`config.mk`:
```
export PLATFORM = sky130hd
export DESIGN_NAME = xml_token_scanner
export DESIGN_NICKNAME = d
export VERILOG_FILES = /design/src/design/xts_pkg.sv /design/src/design/xts_front.sv /design/src/design/xts_fifo.sv /design/src/design/xts_back.sv /design/src/design/xml_token_scanner.sv
export SDC_FILE = /design/constraint.sdc
export NUM_CORES = 2
export LEC_CHECK = 0
export ABC_AREA = 1
export BUFFER_PORTS_ARGS = -buffer_cell sky130_fd_sc_hd__buf_2
export CORE_AREA = 2 2 551 389
export CTS_CLUSTER_SIZE = 14
export DETAILED_ROUTE_END_ITERATION = 8
export DIE_AREA = 0 0 553 391
export PLACE_DENSITY = 0.47
export SYNTH_ARGS = -nofsm -noshare
export SYNTH_HDL_FRONTEND = slang
export SYNTH_SLANG_ARGS = --single-unit
```
`constraint.sdc`:
```
create_clock -name clk -period 45.6 [get_ports clk]
set_clock_uncertainty 0.2 [all_clocks]
set_input_delay 0 -clock clk [delete_from_list [all_inputs] [get_ports clk]]
set_output_delay 0 -clock clk [all_outputs]
set_load 0.1 [all_outputs]
```
`src/design/xts_pkg.sv`:
```
// Shared types, character codes and helpers for the XML token scanner.
package xts_pkg;

    localparam int OFFSET_BITS_DEF = 24;
    localparam int MAX_TOKENS      = 4;
    localparam int QUEUE_DEPTH     = 4;

    localparam logic [7:0] CH_LT    = 8'h3C;
    localparam logic [7:0] CH_GT    = 8'h3E;
    localparam logic [7:0] CH_SLASH = 8'h2F;
    localparam logic [7:0] CH_QUEST = 8'h3F;
    localparam logic [7:0] CH_EQ    = 8'h3D;
    localparam logic [7:0] CH_COLON = 8'h3A;
    localparam logic [7:0] CH_DASH  = 8'h2D;
    localparam logic [7:0] CH_BANG  = 8'h21;
    localparam logic [7:0] CH_DQ    = 8'h22;
    localparam logic [7:0] CH_SQ    = 8'h27;
    localparam logic [7:0] CH_SP    = 8'h20;
    localparam logic [7:0] CH_TAB   = 8'h09;
    localparam logic [7:0] CH_LF    = 8'h0A;
    localparam logic [7:0] CH_CR    = 8'h0D;
    localparam logic [7:0] CH_USCORE = 8'h5F;

    typedef enum logic [3:0] {
        TK_STRAY   = 4'd0,
        TK_EOF     = 4'd1,
        TK_LT      = 4'd2,
        TK_GT      = 4'd3,
        TK_LT_SL   = 4'd4,
        TK_SL_GT   = 4'd5,
        TK_LT_Q    = 4'd6,
        TK_Q_GT    = 4'd7,
        TK_NAME    = 4'd8,
        TK_EQ      = 4'd9,
        TK_STRING  = 4'd10,
        TK_TEXT    = 4'd11,
        TK_COMMENT = 4'd12
    } kind_t;

    typedef enum logic [3:0] {
        M_IDLE         = 4'd0,
        M_LT           = 4'd1,
        M_LT_BANG      = 4'd2,
        M_LT_BANG_DASH = 4'd3,
        M_SLASH        = 4'd4,
        M_QUEST        = 4'd5,
        M_NAME         = 4'd6,
        M_STRING       = 4'd7,
        M_TEXT         = 4'd8,
        M_COMMENT      = 4'd9
    } mode_t;

    typedef struct packed {
        kind_t       kind;
        logic [23:0] start;
        logic [23:0] len;
        logic [15:0] line;
        logic [15:0] col;
    } token_t;

    // all tokens one input item causes, in order
    typedef struct packed {
        logic [2:0]                  cnt;
        token_t [MAX_TOKENS-1:0]     tok;
    } bundle_t;

    function automatic logic [15:0] inc_sat(input logic [15:0] v);
        return (v == 16'hFFFF) ? v : v + 16'd1;
    endfunction

    function automatic logic is_alpha(input logic [7:0] b);
        return (b >= 8'h61 && b <= 8'h7A) || (b >= 8'h41 && b <= 8'h5A) || b == CH_USCORE;
    endfunction

    function automatic logic is_name_char(input logic [7:0] b);
        return is_alpha(b) || (b >= 8'h30 && b <= 8'h39) || b == CH_COLON || b == CH_DASH;
    endfunction

    function automatic logic is_quote(input logic [7:0] b);
        return b == CH_DQ || b == CH_SQ;
    endfunction

endpackage

```
`src/design/xts_front.sv`:
```
// Front end: takes one byte per valid cycle, tracks scan state, builds the token bundle.
module xts_front #(
    parameter int OFFSET_BITS = xts_pkg::OFFSET_BITS_DEF
) (
    input  logic             clk,
    input  logic             rst_n,
    input  logic             in_valid,
    input  logic [7:0]       in_byte,
    input  logic             in_eoi,
    output logic             bnd_valid,
    output xts_pkg::bundle_t bnd
);
    import xts_pkg::*;

    localparam int OB = OFFSET_BITS;

    logic [OB-1:0] off_reg, off_next;
    logic [15:0]   line_reg, line_next;
    logic [15:0]   col_reg, col_next;
    logic          tag_reg, tag_next;
    mode_t         mode_reg, mode_next;
    logic [OB-1:0] pst_reg, pst_next;
    logic [15:0]   pline_reg, pline_next;
    logic [15:0]   pcol_reg, pcol_next;
    logic [1:0]    dash_reg, dash_next;

    function automatic logic [23:0] to24(input logic [OB-1:0] v);
        logic [OB+23:0] e;
        e = {24'b0, v};
        return e[23:0];
    endfunction

    function automatic token_t mk(input kind_t k, input logic [OB-1:0] s,
                                  input logic [OB-1:0] l, input logic [15:0] ln,
                                  input logic [15:0] cl);
        token_t t;
        t.kind  = k;
        t.start = to24(s);
        t.len   = to24(l);
        t.line  = ln;
        t.col   = cl;
        return t;
    endfunction

    always_comb
    begin
        logic [2:0]    n;
        token_t [MAX_TOKENS-1:0] tk;
        logic [15:0]   ln;
        logic [15:0]   cl;
        logic [15:0]   col1;
        logic [OB-1:0] upto;
        logic [OB-1:0] thru;
        logic          do_idle;
        logic [1:0]    held;
        logic          replay;

        n = '0;
        tk = '0;
        off_next = off_reg;
        line_next = line_reg;
        col_next = col_reg;
        tag_next = tag_reg;
        mode_next = mode_reg;
        pst_next = pst_reg;
        pline_next = pline_reg;
        pcol_next = pcol_reg;
        dash_next = dash_reg;
        do_idle = 1'b0;
        replay = 1'b0;
        held = 2'd0;
        col1 = inc_sat(pcol_reg);
        ln = line_reg;
        cl = col_reg;
        upto = off_reg - pst_reg;
        thru = off_reg + OB'(1) - pst_reg;

        if (in_valid && in_eoi)
        begin
            // flush the held token, then EOF, then back to reset state
            unique case (mode_reg)
                M_LT, M_LT_BANG, M_LT_BANG_DASH:
                begin
                    tk[n[1:0]] = mk(TK_LT, pst_reg, OB'(1), pline_reg, pcol_reg);
                    n = n + 3'd1;
                    if (mode_reg != M_LT)
                    begin
                        tk[n[1:0]] = mk(TK_STRAY, pst_reg + OB'(1), OB'(1), pline_reg, col1);
                        n = n + 3'd1;
                    end
                    if (mode_reg == M_LT_BANG_DASH)
                    begin
                        tk[n[1:0]] = mk(TK_STRAY, pst_reg + OB'(2), OB'(1), pline_reg,
                                        inc_sat(col1));
                        n = n + 3'd1;
                    end
                end
                M_SLASH, M_QUEST:
                begin
                    tk[n[1:0]] = mk(TK_STRAY, pst_reg, OB'(1), pline_reg, pcol_reg);
                    n = n + 3'd1;
                end
                M_NAME:
                begin
                    tk[n[1:0]] = mk(TK_NAME, pst_reg, upto, pline_reg, pcol_reg);
                    n = n + 3'd1;
                end
                M_STRING:
                begin
                    tk[n[1:0]] = mk(TK_STRING, pst_reg, upto, pline_reg, pcol_reg);
                    n = n + 3'd1;
                end
                M_TEXT:
                begin
                    tk[n[1:0]] = mk(TK_TEXT, pst_reg, upto, pline_reg, pcol_reg);
                    n = n + 3'd1;
                end
                M_COMMENT:
                begin
                    tk[n[1:0]] = mk(TK_COMMENT, pst_reg, upto, pline_reg, pcol_reg);
                    n = n + 3'd1;
                end
                default: ;
            endcase
            tk[n[1:0]] = mk(TK_EOF, off_reg, OB'(3), line_reg, inc_sat(col_reg));
            n = n + 3'd1;
            off_next = '0;
            line_next = 16'd1;
            col_next = '0;
            tag_next = 1'b0;
            mode_next = M_IDLE;
            pst_next = '0;
            pline_next = 16'd1;
            pcol_next = '0;
            dash_next = '0;
        end
        else if (in_valid)
        begin
            if (in_byte == CH_LF)
            begin
                ln = inc_sat(line_reg);
                cl = '0;
            end
            else
            begin
                cl = inc_sat(col_reg);
            end
            line_next = ln;
            col_next = cl;
            off_next = off_reg + OB'(1);

            unique case (mode_reg)
                M_SLASH, M_QUEST:
                begin
                    mode_next = M_IDLE;
                    if (in_byte == CH_GT)
                    begin
                        tk[n[1:0]] = mk((mode_reg == M_SLASH) ? TK_SL_GT : TK_Q_GT,
                                        pst_reg, OB'(2), pline_reg, pcol_reg);
                        n = n + 3'd1;
                        tag_next = 1'b0;
                    end
                    else
                    begin
                        tk[n[1:0]] = mk(TK_STRAY, pst_reg, OB'(1), pline_reg, pcol_reg);
                        n = n + 3'd1;
                        do_idle = 1'b1;
                    end
                end
                M_LT:
                begin
                    if (in_byte == CH_SLASH || in_byte == CH_QUEST)
                    begin
                        tk[n[1:0]] = mk((in_byte == CH_SLASH) ? TK_LT_SL : TK_LT_Q,
                                        pst_reg, OB'(2), pline_reg, pcol_reg);
                        n = n + 3'd1;
                        tag_next = 1'b1;
                        mode_next = M_IDLE;
                    end
                    else if (in_byte == CH_BANG)
                        mode_next = M_LT_BANG;
                    else
                    begin
                        replay = 1'b1;
                        held = 2'd0;
                    end
                end
                M_LT_BANG:
                begin
                    if (in_byte == CH_DASH)
                        mode_next = M_LT_BANG_DASH;
                    else
                    begin
                        replay = 1'b1;
                        held = 2'd1;
                    end
                end
                M_LT_BANG_DASH:
                begin
                    if (in_byte == CH_DASH)
                    begin
                        mode_next = M_COMMENT;
                        dash_next = 2'd2;
                    end
                    else
                    begin
                        replay = 1'b1;
                        held = 2'd2;
                    end
                end
                M_NAME:
                begin
                    if (!is_name_char(in_byte))
                    begin
                        tk[n[1:0]] = mk(TK_NAME, pst_reg, upto, pline_reg, pcol_reg);
                        n = n + 3'd1;
                        mode_next = M_IDLE;
                        do_idle = 1'b1;
                    end
                end
                M_STRING:
                begin
                    if (is_quote(in_byte))
                    begin
                        tk[n[1:0]] = mk(TK_STRING, pst_reg, thru, pline_reg, pcol_reg);
                        n = n + 3'd1;
                        mode_next = M_IDLE;
                    end
                end
                M_TEXT:
                begin
                    if (in_byte == CH_LT)
                    begin
                        tk[n[1:0]] = mk(TK_TEXT, pst_reg, upto, pline_reg, pcol_reg);
                        n = n + 3'd1;
                        mode_next = M_IDLE;
                        do_idle = 1'b1;
                    end
                end
                M_COMMENT:
                begin
                    if (in_byte == CH_DASH)
                        dash_next = (dash_reg == 2'd2) ? 2'd2 : dash_reg + 2'd1;
                    else if (in_byte == CH_GT && dash_reg == 2'd2)
                    begin
                        tk[n[1:0]] = mk(TK_COMMENT, pst_reg, thru, pline_reg, pcol_reg);
                        n = n + 3'd1;
                        mode_next = M_IDLE;
                        dash_next = '0;
                    end
                    else
                        dash_next = '0;
                end
                default:
                begin
                    mode_next = M_IDLE;
                    do_idle = 1'b1;
                end
            endcase

            // plain or broken-comment '<': '<', then held '!' / '-' as strays in the tag
            if (replay)
            begin
                tk[n[1:0]] = mk(TK_LT, pst_reg, OB'(1), pline_reg, pcol_reg);
                n = n + 3'd1;
                if (held != 2'd0)
                begin
                    tk[n[1:0]] = mk(TK_STRAY, pst_reg + OB'(1), OB'(1), pline_reg, col1);
                    n = n + 3'd1;
                end
                if (held == 2'd2)
                begin
                    tk[n[1:0]] = mk(TK_STRAY, pst_reg + OB'(2), OB'(1), pline_reg,
                                    inc_sat(col1));
                    n = n + 3'd1;
                end
                tag_next = 1'b1;
                mode_next = M_IDLE;
                do_idle = 1'b1;
            end

            if (do_idle && !(in_byte == CH_SP || in_byte == CH_TAB ||
                             in_byte == CH_LF || in_byte == CH_CR))
            begin
                if (in_byte == CH_GT)
                begin
                    tk[n[1:0]] = mk(TK_GT, off_reg, OB'(1), ln, cl);
                    n = n + 3'd1;
                    tag_next = 1'b0;
                end
                else if (in_byte == CH_EQ)
                begin
                    tk[n[1:0]] = mk(TK_EQ, off_reg, OB'(1), ln, cl);
                    n = n + 3'd1;
                end
                else if (in_byte == CH_LT || in_byte == CH_SLASH || in_byte == CH_QUEST ||
                         !tag_next || is_alpha(in_byte) || is_quote(in_byte))
                begin
                    pst_next = off_reg;
                    pline_next = ln;
                    pcol_next = cl;
                    if (in_byte == CH_LT)
                        mode_next = M_LT;
                    else if (in_byte == CH_SLASH)
                        mode_next = M_SLASH;
                    else if (in_byte == CH_QUEST)
                        mode_next = M_QUEST;
                    else if (!tag_next)
                        mode_next = M_TEXT;
                    else if (is_alpha(in_byte))
                        mode_next = M_NAME;
                    else
                        mode_next = M_STRING;
                end
                else
                begin
                    tk[n[1:0]] = mk(TK_STRAY, off_reg, OB'(1), ln, cl);
                    n = n + 3'd1;
                end
            end
        end

        bnd.cnt = n;
        bnd.tok = tk;
        bnd_valid = in_valid && (n != 3'd0);
    end

    always_ff @(posedge clk or negedge rst_n)
    begin
        if (!rst_n)
        begin
            off_reg   <= '0;
            line_reg  <= 16'd1;
            col_reg   <= '0;
            tag_reg   <= 1'b0;
            mode_reg  <= M_IDLE;
            pst_reg   <= '0;
            pline_reg <= 16'd1;
            pcol_reg  <= '0;
            dash_reg  <= '0;
        end
        else
        begin
            off_reg   <= off_next;
            line_reg  <= line_next;
            col_reg   <= col_next;
            tag_reg   <= tag_next;
            mode_reg  <= mode_next;
            pst_reg   <= pst_next;
            pline_reg <= pline_next;
            pcol_reg  <= pcol_next;
            dash_reg  <= dash_next;
        end
    end

endmodule

```
`src/design/xts_fifo.sv`:
```
// Short bundle queue between front and back.
module xts_fifo (
    input  logic             clk,
    input  logic             rst_n,
    input  logic             wr_en,
    input  xts_pkg::bundle_t wr_data,
    output logic             full,
    input  logic             rd_en,
    output logic             nonempty,
    output xts_pkg::bundle_t rd_data
);
    import xts_pkg::*;

    localparam int AW = $clog2(QUEUE_DEPTH);

    bundle_t           mem_reg [QUEUE_DEPTH];
    logic [AW-1:0]     wp_reg, wp_next;
    logic [AW-1:0]     rp_reg, rp_next;
    logic [AW:0]       cnt_reg, cnt_next;

    assign full     = (cnt_reg == (AW+1)'(QUEUE_DEPTH));
    assign nonempty = (cnt_reg != '0);
    assign rd_data  = mem_reg[rp_reg];

    always_comb
    begin
        wp_next  = wr_en ? wp_reg + AW'(1) : wp_reg;
        rp_next  = rd_en ? rp_reg + AW'(1) : rp_reg;
        cnt_next = cnt_reg + (AW+1)'(wr_en) - (AW+1)'(rd_en);
    end

    always_ff @(posedge clk)
    begin
        if (wr_en)
            mem_reg[wp_reg] <= wr_data;
    end

    always_ff @(posedge clk or negedge rst_n)
    begin
        if (!rst_n)
        begin
            wp_reg  <= '0;
            rp_reg  <= '0;
            cnt_reg <= '0;
        end
        else
        begin
            wp_reg  <= wp_next;
            rp_reg  <= rp_next;
            cnt_reg <= cnt_next;
        end
    end

    a_no_overflow: assert property (@(posedge clk) disable iff (!rst_n)
        !(wr_en && full && !rd_en))
        else $error("bundle queue written while full");
    a_no_underflow: assert property (@(posedge clk) disable iff (!rst_n)
        rd_en |-> nonempty)
        else $error("bundle queue read while empty");
    a_nonzero_bundle: assert property (@(posedge clk) disable iff (!rst_n)
        wr_en |-> (wr_data.cnt != 3'd0 && wr_data.cnt <= 3'(MAX_TOKENS)))
        else $error("bundle with bad token count");
    a_count_tracks: assert property (@(posedge clk) disable iff (!rst_n)
        (wr_en && !rd_en) |=> (cnt_reg == $past(cnt_reg) + (AW+1)'(1)))
        else $error("queue count did not advance");

endmodule

```
`src/design/xts_back.sv`:
```
// Back end: walks the head bundle and presents one token per pop.
module xts_back (
    input  logic             clk,
    input  logic             rst_n,
    input  logic             q_nonempty,
    input  xts_pkg::bundle_t q_head,
    output logic             q_pop,
    input  logic             pop,
    output logic             empty,
    output logic [3:0]       token_kind,
    output logic [23:0]      start_offset,
    output logic [23:0]      token_length,
    output logic [15:0]      start_line,
    output logic [15:0]      start_column,
    output logic             last_of_run
);
    import xts_pkg::*;

    logic [1:0] idx_reg, idx_next;
    token_t     cur;
    logic       last;

    assign cur   = q_head.tok[idx_reg];
    assign last  = ({1'b0, idx_reg} == q_head.cnt - 3'd1);
    assign empty = !q_nonempty;

    assign token_kind   = cur.kind;
    assign start_offset = cur.start;
    assign token_length = cur.len;
    assign start_line   = cur.line;
    assign start_column = cur.col;
    assign last_of_run  = last;

    always_comb
    begin
        q_pop    = 1'b0;
        idx_next = idx_reg;
        if (pop && q_nonempty)
        begin
            if (last)
            begin
                q_pop    = 1'b1;
                idx_next = '0;
            end
            else
                idx_next = idx_reg + 2'd1;
        end
    end

    always_ff @(posedge clk or negedge rst_n)
    begin
        if (!rst_n)
            idx_reg <= '0;
        else
            idx_reg <= idx_next;
    end

    a_idx_in_bundle: assert property (@(posedge clk) disable iff (!rst_n)
        q_nonempty |-> ({1'b0, idx_reg} < q_head.cnt))
        else $error("token index past bundle end");
    a_idx_zero_idle: assert property (@(posedge clk) disable iff (!rst_n)
        !q_nonempty |-> (idx_reg == 2'd0))
        else $error("token index nonzero with queue empty");
    a_pop_last: assert property (@(posedge clk) disable iff (!rst_n)
        q_pop |-> (pop && last_of_run))
        else $error("bundle dropped before its last token");

endmodule

```
`src/design/xml_token_scanner.sv`:
```
// Top level of the XML token scanner: front end, bundle queue and back end.
//
// Usage:
//  - Input queue: drive data_byte (or end_of_input=1) with push; an item is
//    taken on a clock edge with push high and full low, one byte per cycle.
//  - Result queue: while empty is low, the oldest token sits on the result
//    ports; pop high takes it. last_of_run marks the last token of an item.
//  - Each item yields zero to four tokens. The front decodes combinationally
//    and the bundle is written into the queue at the accepting edge; the
//    queue head drives the result ports.
//  - Throughput: one item per cycle while full is low, one token per cycle
//    out while pop is high. Multi-token items drain one token a cycle from
//    the back end; the four-bundle queue absorbs bursts, then full rises.
//  - end_of_input flushes the held token, emits EOF (length 3) and returns
//    the scanner to its reset state in the same cycle.
//  - Reset (rst_n low, asynchronous) clears position, mode and the queue.
//  - A stalled receiver (pop low) holds the current token steady; the front
//    keeps taking bytes until the queue fills.
module xml_token_scanner #(
    parameter int OFFSET_BITS = xts_pkg::OFFSET_BITS_DEF
) (
    input  logic        clk,
    input  logic        rst_n,
    input  logic        push,
    output logic        full,
    input  logic [7:0]  data_byte,
    input  logic        end_of_input,
    output logic        empty,
    input  logic        pop,
    output logic [3:0]  token_kind,
    output logic [23:0] start_offset,
    output logic [23:0] token_length,
    output logic [15:0] start_line,
    output logic [15:0] start_column,
    output logic        last_of_run
);
    import xts_pkg::*;

    logic    accept;
    logic    bnd_valid;
    bundle_t bnd;
    logic    q_nonempty;
    bundle_t q_head;
    logic    q_pop;

    // item accepted when push is high and the queue has room
    assign accept = push && !full;

    xts_front #(
        .OFFSET_BITS(OFFSET_BITS)
    ) u_front (
        .clk       (clk),
        .rst_n     (rst_n),
        .in_valid  (accept),
        .in_byte   (data_byte),
        .in_eoi    (end_of_input),
        .bnd_valid (bnd_valid),
        .bnd       (bnd)
    );

    xts_fifo u_fifo (
        .clk      (clk),
        .rst_n    (rst_n),
        .wr_en    (bnd_valid),
        .wr_data  (bnd),
        .full     (full),
        .rd_en    (q_pop),
        .nonempty (q_nonempty),
        .rd_data  (q_head)
    );

    xts_back u_back (
        .clk          (clk),
        .rst_n        (rst_n),
        .q_nonempty   (q_nonempty),
        .q_head       (q_head),
        .q_pop        (q_pop),
        .pop          (pop),
        .empty        (empty),
        .token_kind   (token_kind),
        .start_offset (start_offset),
        .token_length (token_length),
        .start_line   (start_line),
        .start_column (start_column),
        .last_of_run  (last_of_run)
    );

endmodule

```
==> metrics.cfg <==
[clock_tree]
path_clk_slew_ns = 0.08
cts-buffers-inserted = 119
cts.root.buffer_cell = clkbuf_16
post_cts_resized = 0
tritoncts_num_sinks = 1208
h-tree-depth = 3
cts.path.max_buffers = 3
cts_tree = done
clock_latency_ns = 0.78

[critical_path]
worstRegToRegCells = 29
r2r_end = u_fifo.mem_reg[0][115]$_DFFE_PP_
slowest_stage = inv_1
crit_top_cell = nand2_1
critPathCaptureType = flop
worstSetupStartpointType = flop
critical_path_arrival_ns = 9.34
critPathRequiredTime_ns = 45.78
critPathKind = flop to flop
regToRegStartpoint = u_front.mode_reg[0]$_DFFE_PN0P_
maximum_fanout_count_along_the_critical_path = 56
regToRegSetupSlack_ns = 36.44
critical_path.max_stage_delay_ns = 0.91

[global_route]
grt_usage = 0.205
use_met1 = 0.317
grt_first_pass_wirelength_um = 332000
busiest_layer = met1
grt_antenna_before_repair = 15
via_count_of_the_first_global_routing_pass = 46100
grt_start_max_net_pins = 190
met2_usage_in_global_routing = 0.281
global_route.overflow_total = 0
grt_use_met3 = 0.0516

[timing]
timing.final.max_slew_violations = 0
slew_headroom = 0.103
finalHoldViolCount = 0
post-route-min-period_ns = 9.16
tightest_slew_ns = 1.33
rsz0062_at_grt = false
setup_viol = 0
period_share = 0.201
fin_tns_setup_ns = 0
timing.fmax_mhz = 109

[synthesis]
mappedNetlistNets = 6337
synth.avg_cell_area_um2 = 9.75
syn-instance-count = 6243
postSynthRegisterBits = 1208
synth.yosys.seq_area_share = 0.585
synthesis.area_um2 = 60900
synth-main-ff-cell = edfxtp_1
synth-edff-count = 1080
yosysWarningCount = 0
synthArstFlopShare = 0.106
synth_cell_type_count = 66

[power]
leakagePower_uw = 0.0242
power.ir.vdd_worst_uv = 95.2
power_density_nw_per_um2 = 75.6

[finish]
final.fill_count = 21800
post-route-util = 0.323
layout.cells.non_filler = 9086
largest_register_ffs = 1080
drive_gt1_frac = 0.0801
nNetsFinal = 6257
mostFrequentLayoutCell = edfxtp_1
commonest_cells_after_routing_fill_and_taps_aside = edfxtp_1 (1,080), nand2_1 (905), o21ai_0 (854), nor2_1 (778), o22ai_1 (351)
area_growth_pct = 12.4

[drt]
drtPass1Iterations = 6
drt_first_iter_violations = 6130
detail_route.vias_per_cell = 5.48
vias = 49800
post-route-drc-count = 0
wl_um = 229000
number_of_nets_with_antenna_violations_after_detailed_routing = 0
wl_per_cell_um = 25.2

[place]
io_buffer_count = 99
post-dp-hpwl_um = 143000
dpl.cell_count = 8825
gpl.final_weighted_congestion = 0.954

[min_path]
timing.hold.worst_endpoint = u_front.mode_reg[3]$_DFFE_PN0P_
hold_path_cell_cnt = 8
min_path_type = primary input to flop
hp-start = data_byte[6]

[die]
area_of_the_die_um2 = 216000
io_pins = 100
fp.dieH_um = 391
rows = 142
coreArea_um2 = 212000
die-width_um = 553
initial_core_util = 0.287

[run_status]
outcome = completed

[run]
timing.max_cap.violations = 0

-- how the worst max path moves through the flow --
stage,from,endpoint,slack [ns],cells after the start
final,u_front.mode_reg[0]$_DFFE_PN0P_,u_fifo.mem_reg[0][115]$_DFFE_PP_,36.44,29
after global routing,u_front.mode_reg[0]$_DFFE_PN0P_,u_fifo.mem_reg[0][278]$_DFFE_PP_,36.05,29
after CTS,u_front.mode_reg[0]$_DFFE_PN0P_,u_fifo.mem_reg[0][194]$_DFFE_PP_,36.53,29
after detailed placement,u_front.mode_reg[0]$_DFFE_PN0P_,u_fifo.mem_reg[0][109]$_DFFE_PP_,36.55,29
after global placement,u_front.mode_reg[0]$_DFFE_PN0P_,u_fifo.mem_reg[0][109]$_DFFE_PP_,36.50,29
after floorplan,u_front.mode_reg[0]$_DFFE_PN0P_,u_fifo.mem_reg[0][0]$_DFFE_PP_,30.06,28
-- worst max-delay path, delay by kind of cell, from the launching register on --
| family | cells | cell delay [ns] |
|---|---|---|
| fa+ha+maj | 3 | 0.61 |
| flops | 1 | 0.42 |
| compound gates | 1 | 0.19 |
| buf+inv | 11 | 3.99 |
| simple gates | 14 | 3.11 |
-- routing by layer --
| metal | vias up | wire, µm |
|---|---|---|
| met2 | 2307 | 91100 |
| met1 | 24800 | 111000 |
| met4 | 10 | 4450 |
| met5 | - | 116 |
| li1 | 22400 | - |
| met3 | 308 | 22500 |
-- cell families (layout without fill, tap and decap cells) --
kind of cell	after synthesis	in the layout	share of synthesized area
other cells	0	8	0
buf+inv	792	819	0.0509
simple gates	2144	2144	0.148
flops	1208	1208	0.585
compound gates	1901	1901	0.182
fa+ha+maj	81	81	0.0170
xor+xnor	117	117	0.0172
-- metrics by stage --
stage / hold slack, ns / setup slack (ns) / power [µW] / area, µm²
global placement: -0.180 / 36.50 / 4140 / 64100
CTS: 0.0311 / 36.53 / 5190 / 68400
finish: 0.0981 / 36.44 / 5170 / 68400
global route: 0.129 / 36.05 / 5420 / 68400
floorplan: -0.496 / 30.06 / 3480 / 60900
detailed placement: -0.181 / 36.55 / 4140 / 64100
-- timing repair --
| action | CTS | global route |
|---|---|---|
| setup endpoints to repair | 0 | 0 |
| setup buffers | 0 | 0 |
| hold endpoints to repair | 139 | 0 |
| hold buffers | 25 | 0 |
-- area by class of cell --
type / instances / area (µm²) / area share
sequential: 1208 / 35600 / 0.521
multi-input combinational: 4243 / 22300 / 0.325
tap: 2808 / 3510 / 0.0513
clock buffer: 163 / 3260 / 0.0476
timing repair buffer: 210 / 1480 / 0.0216
inverter: 381 / 1460 / 0.0213
clock inverter: 65 / 795 / 0.0116
antenna: 8 / 20.0 / 0.000293
-- where the power goes --
part / switching, µW / internal (µW) / leakage (µW)
Clock: 453 / 591 / 0.00196
Combinational: 2010 / 454 / 0.0103
Sequential: 88.7 / 1570 / 0.0119
-- cells in the mapped netlist (78+ instances only) --
cell / count / area, µm²
o221ai_1: 163 / 1430
nand3_1: 263 / 1320
xor2_1: 96 / 841
edfxtp_1: 1080 / 32400
clkbuf_1: 328 / 1230
inv_1: 333 / 1250
nand2_1: 909 / 3410
dfrtp_1: 126 / 3150
ha_1: 78 / 976
a21oi_1: 295 / 1480
o211ai_1: 78 / 586
o21ai_0: 854 / 4270
o22ai_1: 351 / 2200
nor2_1: 789 / 2960
(Power assumes the default switching activity.)
